--- src/sv/nmea_sfs_pkg.sv ---
// Package of the NMEA sentence field splitter: result codes, header table,
// parser phases and the structs passed between parser and result queue.
// No dependencies.
`default_nettype none

package nmea_sfs_pkg;

  // Result kinds
  localparam logic [1:0] KIND_FIELD_BYTE = 2'd0;
  localparam logic [1:0] KIND_FIELD_END  = 2'd1;
  localparam logic [1:0] KIND_PREFIX     = 2'd2;
  localparam logic [1:0] KIND_SENT_END   = 2'd3;

  // Sentence types
  localparam logic [2:0] TYPE_UNKNOWN = 3'd0;
  localparam logic [2:0] TYPE_HDT     = 3'd1;
  localparam logic [2:0] TYPE_CCD     = 3'd2;
  localparam logic [2:0] TYPE_HDG     = 3'd3;
  localparam logic [2:0] TYPE_HPR     = 3'd4;
  localparam logic [2:0] TYPE_RCD     = 3'd5;

  // Special characters
  localparam logic [7:0] CH_LF     = 8'h0A;
  localparam logic [7:0] CH_CR     = 8'h0D;
  localparam logic [7:0] CH_DOLLAR = 8'h24;
  localparam logic [7:0] CH_STAR   = 8'h2A;
  localparam logic [7:0] CH_COMMA  = 8'h2C;

  // Known header names; character i sits at bits [8*i +: 8], so the
  // strings are written reversed. Entry t maps to sentence type t+1.
  localparam int NUM_HDR = 5;
  localparam logic [63:0] HDR_NAME [NUM_HDR] = '{
    64'("TDHCH"),   // HCHDT
    64'("DCCTNTP"), // PTNTCCD
    64'("GDHCH"),   // HCHDG
    64'("RPHTNTP"), // PTNTHPR
    64'("DCRTNTP")  // PTNTRCD
  };
  localparam int HDR_LEN [NUM_HDR] = '{5, 7, 5, 7, 7};

  // Depth of the result queue
  localparam int QDEPTH = 4;

  typedef enum logic [1:0] {
    PH_WAIT,
    PH_HEAD,
    PH_FIELDS,
    PH_TRAIL
  } phase_t;

  typedef struct packed {
    logic [1:0] kind;
    logic [2:0] stype;
    logic [3:0] fnum;
    logic [7:0] data;
    logic [7:0] xsum;
    logic       last;
  } res_t;

  // Results produced by one byte: count, then up to two entries in order
  typedef struct packed {
    logic [1:0] n;
    res_t       r0;
    res_t       r1;
  } push_t;

  // Number of data fields emitted per sentence type
  function automatic logic [3:0] type_limit(logic [2:0] t);
    logic [3:0] lim;
    unique case (t)
      TYPE_HDT: lim = 4'd2;
      TYPE_CCD: lim = 4'd8;
      TYPE_HDG: lim = 4'd5;
      TYPE_HPR: lim = 4'd7;
      TYPE_RCD: lim = 4'd7;
      default:  lim = 4'd0;
    endcase
    return lim;
  endfunction

endpackage

`default_nettype wire

--- src/sv/nmea_sfs_parser.sv ---
// Parser of the NMEA sentence field splitter: input word register, sentence
// state and the logic that turns one byte into up to two results.
// Depends on nmea_sfs_pkg.
`default_nettype none

module nmea_sfs_parser
  import nmea_sfs_pkg::*;
#(
  parameter int HEADER_CHARS = 7
) (
  input  logic       clk,
  input  logic       rst,
  input  logic       byte_valid,
  output logic       byte_ready,
  input  logic [7:0] byte_in,
  input  logic       room,
  output push_t      push
);

  localparam int HCW = $clog2(HEADER_CHARS + 1);
  localparam int HIW = $clog2(HEADER_CHARS);

  // Input word register
  logic       in_full;
  logic [7:0] in_byte;
  logic       proc;

  // Sentence state
  phase_t     phase, phase_next;
  logic [7:0] hdr [HEADER_CHARS];
  logic [HCW-1:0] hdr_count, hdr_count_next;
  logic       hdr_over, hdr_over_next;
  logic       hdr_wr;
  logic [2:0] cur_type, cur_type_next;
  logic [3:0] fcount, fcount_next;
  logic [7:0] rxor, rxor_next;

  logic [2:0] match_type;
  logic       hit;
  logic       is_lf, is_sep, is_end, open;

  assign proc       = in_full && room;
  assign byte_ready = !in_full || proc;

  always_ff @(posedge clk) begin
    if (rst) begin
      in_full <= 1'b0;
    end else if (byte_ready) begin
      in_full <= byte_valid;
    end
    if (byte_ready && byte_valid) begin
      in_byte <= byte_in;
    end
  end

  // Header match against the known names
  always_comb begin
    match_type = TYPE_UNKNOWN;
    for (int t = NUM_HDR - 1; t >= 0; t--) begin
      hit = !hdr_over && (HDR_LEN[t] <= HEADER_CHARS) &&
            (hdr_count == HCW'(HDR_LEN[t]));
      for (int i = 0; i < HEADER_CHARS; i++) begin
        if (i < HDR_LEN[t] && hdr[i] != HDR_NAME[t][8*i +: 8]) begin
          hit = 1'b0;
        end
      end
      if (hit) begin
        match_type = 3'(t + 1);
      end
    end
  end

  assign is_lf  = (in_byte == CH_LF);
  assign is_end = (in_byte == CH_STAR) || (in_byte == CH_CR);
  assign is_sep = (in_byte == CH_COMMA) || is_end;
  assign open   = fcount < type_limit(cur_type);

  // Next state
  always_comb begin
    phase_next     = phase;
    hdr_count_next = hdr_count;
    hdr_over_next  = hdr_over;
    cur_type_next  = cur_type;
    fcount_next    = fcount;
    rxor_next      = rxor;
    hdr_wr         = 1'b0;
    if (proc) begin
      if (is_lf) begin
        phase_next     = PH_WAIT;
        hdr_count_next = '0;
        hdr_over_next  = 1'b0;
        cur_type_next  = TYPE_UNKNOWN;
        fcount_next    = '0;
        rxor_next      = '0;
      end else begin
        unique case (phase)
          PH_WAIT: begin
            if (in_byte == CH_DOLLAR) begin
              phase_next     = PH_HEAD;
              hdr_count_next = '0;
              hdr_over_next  = 1'b0;
              cur_type_next  = TYPE_UNKNOWN;
              fcount_next    = '0;
              rxor_next      = '0;
            end
          end
          PH_HEAD: begin
            if (in_byte == CH_COMMA) begin
              rxor_next     = rxor ^ in_byte;
              cur_type_next = match_type;
              fcount_next   = '0;
              phase_next    = PH_FIELDS;
            end else if (is_end) begin
              cur_type_next = TYPE_UNKNOWN;
              phase_next    = PH_TRAIL;
            end else begin
              rxor_next = rxor ^ in_byte;
              if (hdr_count < HCW'(HEADER_CHARS)) begin
                hdr_wr         = 1'b1;
                hdr_count_next = hdr_count + 1'b1;
              end else begin
                hdr_over_next = 1'b1;
              end
            end
          end
          PH_FIELDS: begin
            if (in_byte == CH_COMMA) begin
              rxor_next = rxor ^ in_byte;
              if (fcount != 4'd15) begin
                fcount_next = fcount + 1'b1;
              end
            end else if (is_end) begin
              phase_next = PH_TRAIL;
            end else begin
              rxor_next = rxor ^ in_byte;
            end
          end
          PH_TRAIL: begin
          end
          default: begin
          end
        endcase
      end
    end
  end

  // Results
  always_comb begin
    push = '0;
    if (proc) begin
      if (is_lf) begin
        if (phase == PH_FIELDS && open) begin
          push.n  = 2'd2;
          push.r0 = '{KIND_FIELD_END, cur_type, fcount, 8'd0, 8'd0, 1'b0};
          push.r1 = '{KIND_SENT_END, cur_type, fcount, 8'd0, rxor, 1'b1};
        end else begin
          push.n  = 2'd1;
          push.r0 = '{KIND_SENT_END, cur_type, fcount, 8'd0, rxor, 1'b1};
        end
      end else begin
        unique case (phase)
          PH_WAIT: begin
            if (in_byte != CH_DOLLAR) begin
              push.n  = 2'd1;
              push.r0 = '{KIND_PREFIX, TYPE_UNKNOWN, 4'd0, in_byte, 8'd0, 1'b1};
            end
          end
          PH_FIELDS: begin
            if (open) begin
              push.n = 2'd1;
              if (is_sep) begin
                push.r0 = '{KIND_FIELD_END, cur_type, fcount, 8'd0, 8'd0, 1'b1};
              end else begin
                push.r0 = '{KIND_FIELD_BYTE, cur_type, fcount, in_byte, 8'd0, 1'b1};
              end
            end
          end
          default: begin
          end
        endcase
      end
    end
  end

  always_ff @(posedge clk) begin
    if (rst) begin
      phase     <= PH_WAIT;
      hdr_count <= '0;
      hdr_over  <= 1'b0;
      cur_type  <= TYPE_UNKNOWN;
      fcount    <= '0;
      rxor      <= '0;
    end else begin
      phase     <= phase_next;
      hdr_count <= hdr_count_next;
      hdr_over  <= hdr_over_next;
      cur_type  <= cur_type_next;
      fcount    <= fcount_next;
      rxor      <= rxor_next;
    end
    // header characters past the count are never compared, so no reset
    if (hdr_wr) begin
      hdr[hdr_count[HIW-1:0]] <= in_byte;
    end
  end

endmodule

`default_nettype wire

--- src/sv/nmea_sfs_outq.sv ---
// Result queue of the NMEA sentence field splitter: a small register queue
// that takes up to two results per cycle and hands out one.
// Depends on nmea_sfs_pkg.
`default_nettype none

module nmea_sfs_outq
  import nmea_sfs_pkg::*;
(
  input  logic       clk,
  input  logic       rst,
  input  push_t      push,
  output logic       room,
  output logic       res_valid,
  input  logic       res_ready,
  output res_t       res
);

  localparam int PW = $clog2(QDEPTH);
  localparam int CW = $clog2(QDEPTH + 1);

  res_t          q [QDEPTH];
  logic [PW-1:0] wr_ptr, rd_ptr;
  logic [CW-1:0] count;
  logic          pop;

  // room for a two-result word without looking at this cycle's pop
  assign room      = count <= CW'(QDEPTH - 2);
  assign res_valid = count != '0;
  assign pop       = res_valid && res_ready;
  assign res       = q[rd_ptr];

  always_ff @(posedge clk) begin
    if (rst) begin
      wr_ptr <= '0;
      rd_ptr <= '0;
      count  <= '0;
    end else begin
      wr_ptr <= wr_ptr + PW'(push.n);
      rd_ptr <= rd_ptr + PW'(pop);
      count  <= count + CW'(push.n) - CW'(pop);
    end
    if (push.n != 2'd0) begin
      q[wr_ptr] <= push.r0;
    end
    if (push.n == 2'd2) begin
      q[wr_ptr + 1'b1] <= push.r1;
    end
  end

endmodule

`default_nettype wire

--- src/sv/nmea_sentence_field_splitter.sv ---
// Top level of the NMEA sentence field splitter: parser and result queue.
// Depends on nmea_sfs_pkg, nmea_sfs_parser and nmea_sfs_outq.
//
//   channel  handshake              payload
//   byte     byte_valid/byte_ready  byte_in
//   result   res_valid/res_ready    kind, sentence_type, field_number,
//                                   data_byte, xor_sum, last
//
// One byte is taken per cycle while the result queue has room; its results pass through
// the input word register and the four-entry result queue.
// A line feed that closes an open field gives two results, so the result
// port sets the rate at one result per cycle.
// With fewer than two free queue entries the input register stalls, then byte_ready.
// rst is synchronous and clears the parser state and the queue.
`default_nettype none

module nmea_sentence_field_splitter
  import nmea_sfs_pkg::*;
#(
  parameter int HEADER_CHARS = 7
) (
  input  logic       clk,
  input  logic       rst,
  input  logic       byte_valid,
  output logic       byte_ready,
  input  logic [7:0] byte_in,
  output logic       res_valid,
  input  logic       res_ready,
  output logic [1:0] kind,
  output logic [2:0] sentence_type,
  output logic [3:0] field_number,
  output logic [7:0] data_byte,
  output logic [7:0] xor_sum,
  output logic       last
);

  push_t push;
  logic  room;
  res_t  res;

  nmea_sfs_parser #(
    .HEADER_CHARS(HEADER_CHARS)
  ) u_parser (
    .clk       (clk),
    .rst       (rst),
    .byte_valid(byte_valid),
    .byte_ready(byte_ready),
    .byte_in   (byte_in),
    .room      (room),
    .push      (push)
  );

  nmea_sfs_outq u_outq (
    .clk      (clk),
    .rst      (rst),
    .push     (push),
    .room     (room),
    .res_valid(res_valid),
    .res_ready(res_ready),
    .res      (res)
  );

  assign kind          = res.kind;
  assign sentence_type = res.stype;
  assign field_number  = res.fnum;
  assign data_byte     = res.data;
  assign xor_sum       = res.xsum;
  assign last          = res.last;

endmodule

`default_nettype wire

--- config.mk ---
export PLATFORM = sky130hd
export DESIGN_NAME = nmea_sentence_field_splitter
export DESIGN_NICKNAME = d
export VERILOG_FILES = /design/src/sv/nmea_sfs_pkg.sv /design/src/sv/nmea_sfs_parser.sv /design/src/sv/nmea_sfs_outq.sv /design/src/sv/nmea_sentence_field_splitter.sv
export SDC_FILE = /design/constraint.sdc
export NUM_CORES = 1
export LEC_CHECK = 0
export BUFFER_PORTS_ARGS = -buffer_cell sky130_fd_sc_hd__buf_2
export CORE_ASPECT_RATIO = 1.1
export CORE_MARGIN = 4
export CORE_UTILIZATION = 65
export CTS_BUF_LIST = sky130_fd_sc_hd__clkbuf_16
export CTS_CLUSTER_SIZE = 28
export DETAILED_ROUTE_END_ITERATION = 16
export PLACE_DENSITY = 0.9
export SETUP_SLACK_MARGIN = 0.02
export SYNTH_ARGS = -nofsm -noshare
export SYNTH_HDL_FRONTEND = slang
export SYNTH_SLANG_ARGS = --single-unit
--- constraint.sdc ---
create_clock -name clk -period 5.8 [get_ports clk]
set_input_delay 0.87 -clock clk [delete_from_list [all_inputs] [get_ports clk]]
set_output_delay 0.87 -clock clk [all_outputs]
set_load 0.01 [all_outputs]
Yosys cells after proc, flatten, opt, wreduce, memory -nomap -nowiden
Memory sizes are Yosys's and may differ from the RTL's. A register that Yosys moved wholly into a read port is not among the register bits.
Index checks and enable logic that the tools add are counted.
{"block": "totals", "ff_bits": 37, "ram_bits": 160, "output_inout_bits": 28, "mem_count": 2}
{"name": "u_outq.q", "depth": 4, "width": 26, "rd": 1, "rd_ports_with_merged_regs": 1, "write_ports": 2, "line": "nmea_sfs_outq.sv:21", "source": "res_t q [QDEPTH];"}
{"name": "u_parser.hdr", "depth": 7, "width": 8, "rd": 7, "rd_ports_with_merged_regs": 0, "write_ports": 1, "line": "nmea_sfs_parser.sv:30", "source": "logic [7:0] hdr [HEADER_CHARS];"}
{"block": "classes", "n_addsub": 7, "n_lt_le_gt_ge": 3, "eq_ne": 45, "n_mux": 80, "n_bitwise": 1, "reduce_logical": 25}
{"operator": "$ne A8 B7 Y1 const B", "n": 17}
{"operator": "$mux W28", "n": 2}
{"operator": "$pmux W28 S2", "n": 1}
{"operator": "$mux W27", "n": 2}
{"operator": "$mux W54", "n": 1}
{"operator": "$mux W26", "n": 2}
{"operator": "$mux W3", "n": 13}
{"operator": "$mux W1", "n": 36}
{"operator": "$mux W8", "n": 4}
{"operator": "$mux W25", "n": 1}
{"operator": "$eq A8 B6 Y1 const B", "n": 3}
{"operator": "$mux W4", "n": 5}
{"operator": "$reduce_and A6 Y1", "n": 3}
{"operator": "$eq A8 B4 Y1 const B", "n": 2}
{"operator": "$pmux W4 S4", "n": 1}
{"operator": "$pmux W8 S2", "n": 1}
{"operator": "$ne A3 B1 Y1 const B", "n": 5}
{"operator": "$eq A3 B3 Y1 const B", "n": 4}
{"operator": "$mux W2", "n": 6}
{"operator": "$ne A3 B2 Y1 const B", "n": 4}
{"operator": "$pmux W3 S2", "n": 2}
{"operator": "$pmux W4 S3", "n": 1}
{"operator": "$reduce_and A4 Y1", "n": 3}
{"operator": "$reduce_bool A3 Y1", "n": 3}
{"operator": "28 further kinds", "n": 39}

Longest topological paths before layout
Gate-level depths: netlist of the first run.
{"block": "logic_depth", "word_depth": 17, "depth_mapped": 18, "mapped_depth_nobuf": 16}

By module
From an unflattened synthesis of the first run, not the netlist that was laid out.
{"block": "hier_totals", "hier_cells": 677, "area_unflattened_um2": 9791.9}
{"mod": "nmea_sfs_outq", "n_inst": 1, "cells_each": 298, "area_each_um2": 5490.3, "seq_area_each_um2": 3263.1}
{"mod": "nmea_sfs_parser", "n_inst": 1, "cells_each": 379, "area_each_um2": 4301.6, "seq_area_each_um2": 2362.3}

Least setup slack after synthesis of the first run
No wires, ideal clock.
{"block": "synth_timing", "path_type": "reg-to-reg", "from": "register u_parser.cur_type[2]", "to": "register u_outq.count[2]", "setup_ns": 0.128, "t_arrival_ns": 3.669, "required_ns": 5.672, "setup_slack_ns": 2.003, "path_stages_with_launch": 19, "n_path_buf": 2, "period_less_slack_ns": 3.797, "path_cell_list": "dfxtp_1 > buf_4 > nor2_1 > nand2_1 > ha_1 > and2_1 > a221o_1 > buf_2 > nor2_1 > nor2_1 > or3_1 > ha_1 > inv_1 > ha_1 > inv_1 > fa_1 > xnor2_1 > xnor2_1 > nor2_1"}
{"block": "synth_between", "elab_chain_cells": 10}
{"element": "start: declaration", "line": "nmea_sfs_parser.sv:34", "source": "logic [2:0] cur_type, cur_type_next;"}
{"element": "start signal: assignment", "line": "nmea_sfs_parser.sv:197", "source": "cur_type <= cur_type_next;"}
{"element": "$eq A3 B3 Y1", "line": "nmea_sfs_pkg.sv:70", "source": "unique case (t)"}
{"element": "$reduce_or A2 Y1 (no line)"}
{"element": "$pmux W4 S4 *", "line": "nmea_sfs_pkg.sv:70"}
{"element": "$lt A4 B4 Y1 *", "line": "nmea_sfs_parser.sv:76", "source": "assign open = fcount < type_limit(cur_type);"}
{"element": "$mux W27 / $logic_and A1 B1 Y1 (equally long branches)", "line": "nmea_sfs_parser.sv:169, nmea_sfs_parser.sv:152"}
{"element": "$pmux W28 S2 / $mux W28 (equally long branches)", "line": "nmea_sfs_parser.sv:161, nmea_sfs_parser.sv:152"}
{"element": "$mux W28 *", "line": "nmea_sfs_parser.sv:151", "source": "if (is_lf) begin"}
{"element": "$mux W54 *", "line": "nmea_sfs_parser.sv:150", "source": "if (proc) begin"}
{"element": "$add A3 B2 Y3 *", "line": "nmea_sfs_outq.sv:40", "source": "count <= count + CW'(push.n) - CW'(pop);"}
{"element": "$sub A3 B1 Y3 *", "line": "nmea_sfs_outq.sv:40"}
{"element": "end signal: assignment", "line": "nmea_sfs_outq.sv:40"}
{"element": "end: declaration", "line": "nmea_sfs_outq.sv:23", "source": "logic [CW-1:0] count;"}
Mark *: on every way between the ends. The rest lies on a longest branch, timed or not.
A chain may end at the register's enable or synchronous reset.

Worst setup path in the final report of the first run
Same ends and word-level chain as after synthesis.

==> results of run 1 <==
-- layer usage --
layer	global-route usage [%]	part of all wire, %
met5	0	0
met3	4.850	6.6
met1	33.32	38
met4	11.15	3.5
met2	45.29	52
-- state kept, by name, indices dropped and copies added, names as in the netlist, 2 cells and up --
name,flops
u_parser.hdr,56
u_parser.rxor,8
u_parser.fcount,4
u_parser.cur_type,3
u_outq.q,104
u_parser.in_byte,8
u_outq.rd_ptr,2
u_outq.wr_ptr,2
u_parser.hdr_count,3
u_outq.count,3
u_parser.phase,2
-- worst max-delay path: stages, from the launching register on --
cell	delay, ns
dfxtp_1	0.55
nor2b_1	0.08
mux2i_1	0.14
ha_1	0.26
and2_1	0.19
a221o_1	0.49
nor2_1	0.48
nor2_1	0.13
or3_1	0.42
ha_1	0.28
inv_1	0.06
ha_1	0.13
inv_1	0.05
fa_1	0.43
xnor2_1	0.19
xnor2_1	0.15
nor2_1	0.05
-- layout by cell type, fill, tap and decap left out, types with 15 or more instances in the layout --
master,n
nor3b_1,19
a22o_1,34
nor2_1,27
buf_2,39
inv_1,15
dfxtp_1,60
ha_1,17
clkbuf_16,17
nand3_1,21
nand2_1,37
edfxtp_1,136
a21oi_1,29
mux4_2,26
and2_1,35
-- power breakdown --
part	total, mW	switching (mW)	internal, mW
registers	1.79	0.148	1.64
clock network	1.24	0.547	0.697
logic	0.624	0.287	0.337
-- area by class of cell --
| type | instances | area, um^2 | area share [%] |
|---|---|---|---|
| clock buffers | 17 | 425.4 | 4.261 |
| repair buffers | 45 | 240.2 | 2.406 |
| flip-flops and latches | 197 | 5306 | 53.15 |
| inverters | 15 | 56.30 | 0.5639 |
| multi-input cells | 432 | 3513 | 35.19 |
| well taps | 184 | 230.2 | 2.306 |
| clock inverters | 15 | 212.7 | 2.130 |
-- metrics by stage --
step / cell area, um^2 / hold slack (ns) / worst slack [ns] / total power, mW
final: 9985 / 0.4839 / 1.617 / 3.654
after global routing: 9985 / 0.5052 / 1.308 / 3.796
after CTS: 9985 / 0.4806 / 1.607 / 3.664
after detailed placement: 9346 / 0.4617 / 1.649 / 2.435
after global placement: 9346 / 0.4578 / 1.742 / 2.407
after floorplan: 9046 / 0.4417 / 2.003 / 2.223
-- kinds of logic after synthesis --
| kind of cell | count (synthesis) |
|---|---|
| muxes | 31 |
| adders and majority gates | 18 |
| DFF | 197 |
| buffers and inverters | 49 |
| xor gates and xnor gates | 5 |
| and+or+nand+nor | 238 |
| AOI/OAI and AO/OA | 140 |
-- worst max-delay path by stage --
stage / startpoint / to / slack (ns) / cells after the start
floorplan: u_parser.cur_type[2] / u_outq.count[2] / 2.00 / 18
global placement: u_parser.cur_type[2] / u_outq.count[2] / 1.74 / 16
detailed placement: u_parser.cur_type[2] / u_outq.count[2] / 1.65 / 16
CTS: u_parser.cur_type[2] / u_outq.count[2] / 1.61 / 16
global route: u_parser.cur_type[2] / u_outq.count[2] / 1.31 / 16
finish: u_parser.cur_type[2] / u_outq.count[2] / 1.62 / 16
==> out/results.tsv, run 1 <==
stage	metric	value	unit
outcome	status	finished clean	
cells_and_area	nFillCells	836	
cells_and_area	areaGrowthSynthToFinish	10.37	%
synthesis	synth_top_cell_area_share	45.15	%
synthesis	synth-seq-area-share	58.64	%
synthesis	synth_enable_flop_cells	136	
synthesis	synth-main-ff-cell	edfxtp_1	
synthesis	synth_commonest_cells	edfxtp_1, dfxtp_1, nand2_1	
floorplanning	core_area	13430	um^2
setup_path	r2r-start	u_parser.cur_type[2]	
synthesis	post_synth_xor_area_fraction	0.4841	%
synthesis	yosysMostFrequentCell	edfxtp_1	
sta	period_needed	4.183	ns
setup_path	setup.reg_to_reg.worst_slack	1.62	ns
cells_and_area	finalNetCount	738	
sta	setup-tns-final	0	ns
routing	avgViaCountPerCell	6.728	
min_path	hp-class	flip-flop to flip-flop	
setup_path	startpoint_type	flip-flop	
clocking	numCtsBuffers	17	
synthesis	syn-instance-count	678	
routing	vias	6089	
sta	slew_headroom	22.65	%
sta	finalHoldViolCount	0	
clocking	clkTransAtPathRegs	0.07	ns
routing	drtAntennaViolNets	0	
floorplanning	rows	44	
floorplanning	io_pins	40	
synthesis	yosysWarnings	0	
clocking	clock_latency	0.44	ns
power_and_ir_drop	p_leak	3.328	nW
floorplanning	dieWidth	120.5	um
global_route	overflow	0	
synthesis	synth_compound_area_share	12.27	%
clocking	cts.sinks	197	
place	placed_cells	873	
cells_and_area	final_cells	905	
clocking	cts_tree	done	
floorplanning	dieHeight	131.7	um
synthesis	ys_top_cells_by_area	edfxtp_1, dfxtp_1, mux4_2	
place	gp_congestion	0.9411	
setup_path	critPathMaxFanout	10	
clocking	cts-root-buf	clkbuf_16	
synthesis	synth_top_family_by_area	simple AND/OR/NAND/NOR gates	
synthesis	synth_nets	708	
clocking	cts_resized	0	
synthesis	synthSimpleGateAreaFrac	16.49	%
setup_path	worstRegToRegCells	16	
synthesis	synthAdderAreaFrac	2.573	%
routing	first_iter_violations	778	
power_and_ir_drop	peakVddDrop	0.2738	mV
setup_path	worstPathRequired	6.11	ns
floorplanning	start_util	67.34	%
setup_path	cp.arrival	4.50	ns
synthesis	syn_area	9046	um^2
clocking	ctsHoldBuffers	0	
setup_path	end_kind	flip-flop	
routing	drt_first_pass_iters	5	
clocking	max-clock-path-buffers	2	
min_path	min_to	u_outq.q[3][11]	
cells_and_area	finish.utilization	74.33	%
synthesis	ys_ff_latch	197	
cells_and_area	antennaDiodeCount	0	
sta	setup_violations	0	
sta	skew	0.01179	ns
cells_and_area	drive_above_1_share	18.86	%
sta	worst_slew_pin_slew	1.151	ns
floorplanning	dieArea	15870	um^2
clocking	htreeDepth	4	
sta	drv_slew	0	
clocking	post_cts_buffers	0	
min_path	min_path_cells	1	
setup_path	critical_path_class	flip-flop to flip-flop	
synthesis	async_reset_ff_share	0	%
place	io_buffers	39	
global_route	grt_antenna_before_repair	0	
synthesis	synth.area.mux_share	7.026	%
job	drv_cap	0	
routing	drc_errors	0	
synthesis	synth_cell_types	77	
global_route	grt_util_all_layers	26.54	%
setup_path	r2r_end	u_outq.count[2]	
sta	fmax	0.2391	GHz
synthesis	synth.avg_cell_area	13.34	um^2
global_route	grt_pass1_wl	32630	um
sta	fin_crit_sh	72.12	%
power_and_ir_drop	p_per_area	366.0	nW/um^2
global_route	grt_max_degree	28	
routing	wl_per_cell	22.63	um
place	dp_hpwl	13680	um
min_path	worstHoldStart	u_outq.q[3][11]	
routing	wl	20480	um
sta	rsz0062_at_grt	no	
synthesis	yosysTopAreaCell	edfxtp_1	
global_route	grt_pass1_vias	6099	
Power figures use the tool's default switching activity.
==> run 2, diff against run 1 <==
--- a/config.mk
+++ b/config.mk
@@ -8,11 +8,11 @@
 export BUFFER_PORTS_ARGS = -buffer_cell sky130_fd_sc_hd__buf_2
 export CORE_ASPECT_RATIO = 1.1
 export CORE_MARGIN = 4
-export CORE_UTILIZATION = 65
+export CORE_UTILIZATION = 61
 export CTS_BUF_LIST = sky130_fd_sc_hd__clkbuf_16
 export CTS_CLUSTER_SIZE = 28
 export DETAILED_ROUTE_END_ITERATION = 16
-export PLACE_DENSITY = 0.9
+export PLACE_DENSITY = 0.85
 export SETUP_SLACK_MARGIN = 0.02
 export SYNTH_ARGS = -nofsm -noshare
 export SYNTH_HDL_FRONTEND = slang
==> constraint.sdc (replaced) <==
create_clock -name clk -period 3.9 [get_ports clk]
set_input_delay 0.585 -clock clk [delete_from_list [all_inputs] [get_ports clk]]
set_output_delay 0.585 -clock clk [all_outputs]
set_load 0.01 [all_outputs]
==> run 2 against run 1 <==
Critical path depth unchanged. Power increased by 44%. Setup slack got worse by 1.4 ns. Global-route usage fell by 0.57 points. Clock skew is 0.0027 ns lower. Critical path type unchanged. Fmax increased by 14%. Sequential power up 45%. Non-clock buffer count up 24.
==> out/results.tsv, run 2 (synthesis gave the netlist of run 1 again) <==
stage	metric	value	unit
cells_and_area	areaGrowthSynthToFinish	11.52	%
setup_path	path_cells	nor2b_1, mux2i_1, ha_1, and2_1, a221o_1, nor2_1, nor2_1, or3_1, ha_1, inv_1, ha_1, inv_1, fa_1, xnor2_1, xnor2_1, nor2_1	
sta	slew_headroom	32.60	%
routing	vias	6190	
sta	fin_crit_sh	93.99	%
global_route	grt_pass1_wl	32880	um
setup_path	crit_path_max_incr_delay	0.45	ns
global_route	grt_antenna_before_repair	0	
cells_and_area	regMostFlops	u_outq.q	
clocking	clkTransAtPathRegs	0.07	ns
floorplanning	start_util	62.37	%
power_and_ir_drop	switching_power	1.466	mW
place	dp_hpwl	14190	um
global_route	grt_util_all_layers	25.97	%
sta	finalHoldViolCount	0	
setup_path	critPathMaxFanout	8	
min_path	hp-class	input pin to flip-flop	
setup_path	worstPathRequired	4.21	ns
global_route	overflow	0	
power_and_ir_drop	combPwrFrac	19.6	%
clocking	ctsHoldBuffers	0	
setup_path	cp.arrival	3.98	ns
sta	setup-tns-final	0	ns
sta	skew	0.009047	ns
floorplanning	dieWidth	124.1	um
place	placed_cells	903	
setup_path	setup.reg_to_reg.worst_slack	0.23	ns
place	gp_congestion	0.9521	
cells_and_area	final_common_cell	edfxtp_1	
routing	first_iter_violations	789	
power_and_ir_drop	p_int	3.794	mW
cells_and_area	largest_reg_flops	104	
job	drv_cap	0	
clocking	cts.sinks	197	
routing	drtAntennaViolNets	0	
clocking	cts_tree	done	
floorplanning	dieArea	16840	um^2
place	io_buffers	39	
power_and_ir_drop	p_leak	3.407	nW
floorplanning	io_pins	40	
setup_path	worst-path-stages	16	
sta	setup_violations	0	
power_and_ir_drop	p_per_area	521.4	nW/um^2
power_and_ir_drop	peakVddDrop	0.3961	mV
clocking	numCtsBuffers	17	
global_route	grt_max_degree	28	
floorplanning	core_area	14500	um^2
power_and_ir_drop	p_seq_share	49.4	%
setup_path	crit_family	adder cells	
sta	period_needed	3.666	ns
clocking	max-clock-path-buffers	2	
power_and_ir_drop	power_frac_clock	31.0	%
cells_and_area	finalNetCount	762	
global_route	grt_pass1_vias	6099	
setup_path	end_kind	flip-flop	
clocking	cts-root-buf	clkbuf_16	
sta	fmax	0.2728	GHz
cells_and_area	drive_above_1_share	21.61	%
cells_and_area	layout_common_cells	edfxtp_1, dfxtp_1, buf_2	
clocking	clock_latency	0.44	ns
routing	avgViaCountPerCell	6.606	
routing	wl	20820	um
setup_path	startpoint_type	flip-flop	
floorplanning	rows	46	
sta	rsz0062_at_grt	no	
min_path	min_path_cells	1	
sta	drv_slew	0	
power_and_ir_drop	p_sw_share	27.87	%
routing	drc_errors	0	
setup_path	critical_path_class	flip-flop to flip-flop	
floorplanning	dieHeight	135.7	um
cells_and_area	antennaDiodeCount	0	
clocking	htreeDepth	4	
setup_path	cp_slowest_cell	dfxtp_1	
routing	wl_per_cell	22.22	um
outcome	status	finished clean	
setup_path	critPathBufInv	2	
sta	worst_slew_pin_slew	1.011	ns
cells_and_area	final_cells	937	
routing	drt_first_pass_iters	5	
setup_path	worstRegToRegCells	16	
==> run 2: cell count changes in the layout (fill, tap and decap cells not counted), moves of 2 or more <==
cell and delta:
clkinv_8 -3, clkinv_4 +3, clkinvlp_4 +2, bufinv_16 -3, dfxtp_2 +2, inv_6 -2
buf_4 +24, dfxtp_1 -2, inv_8 +2
==> run 2: power by group through the flow <==
| stage | logic [mW] | clock network, mW | registers (mW) |
|---|---|---|---|
| 5_1_grt | 1.11 | 1.74 | 2.62 |
| 6_report | 1.03 | 1.63 | 2.60 |
| 3_5_place_dp | 1.03 | 0 | 2.64 |
| 2_1_floorplan | 0.754 | 0 | 2.55 |
| 4_1_cts | 1.03 | 1.64 | 2.60 |
| 3_3_place_gp | 0.991 | 0 | 2.62 |
==> run 2: worst reg2reg max path: cells and delay by family (launching register included) <==
kind	cells	cell delay, ns
compound gates	1	0.34
xor+xnor	2	0.34
flops	1	0.45
simple gates	6	1.08
fa+ha+maj	4	1.13
buf+inv	2	0.11
mux	1	0.09
==> run 2: final cells by class <==
class	instances	area (um^2)
Clock buffer	17	425.4
Fill cell	991	4415
Tap cell	192	240.2
Clock inverter	15	123.9
Inverter	15	56.30
Timing Repair Buffer	69	420.4
Multi-Input combinational cell	432	3513
Sequential cell	197	5309
==> run 2: through the flow <==
step | setup WS [ns] | power, mW | utilization (%) | hold slack [ns] | area [um^2]
6_report | 0.2344 | 5.260 | 69.56 | 0.3167 | 10090
4_1_cts | 0.1283 | 5.269 | 69.44 | 0.3085 | 10070
3_5_place_dp | 0.1753 | 3.666 | 65.65 | 0.4586 | 9522
5_1_grt | 0.01568 | 5.468 | 69.56 | 0.2972 | 10090
2_1_floorplan | 0.1032 | 3.306 | - | 0.4417 | 9046
3_3_place_gp | 0.3229 | 3.608 | 65.65 | 0.4556 | 9522
==> run 2: path summary, 6_finish.rpt <==
path / start / end
setup / recovery: u_parser.cur_type[0] / u_outq.count[2]
hold / removal: byte_in[3] / u_parser.in_byte[3]
setup reg to reg: u_parser.cur_type[0] / u_outq.count[2]
hold reg to reg: u_outq.q[0][15] / u_outq.q[0][15]
==> run 2: metal layers <==
| layer | GRT usage (%) | part of all wire [%] | vias up |
|---|---|---|---|
| li1 | - | - | 2771 |
| met1 | 32.99 | 39 | 3058 |
| met2 | 44.56 | 52 | 305 |
| met3 | 5.597 | 6.9 | 56 |
| met4 | 8.095 | 2.5 | 0 |
| met5 | 0 | 0 | - |
==> run 2: what timing repair did <==
action,4_1_cts,5_1_grt
setup endpoints to repair,0,1
endpoints found under the hold margin,0,0
gates resized for setup,0,2
buffers inserted,0,2
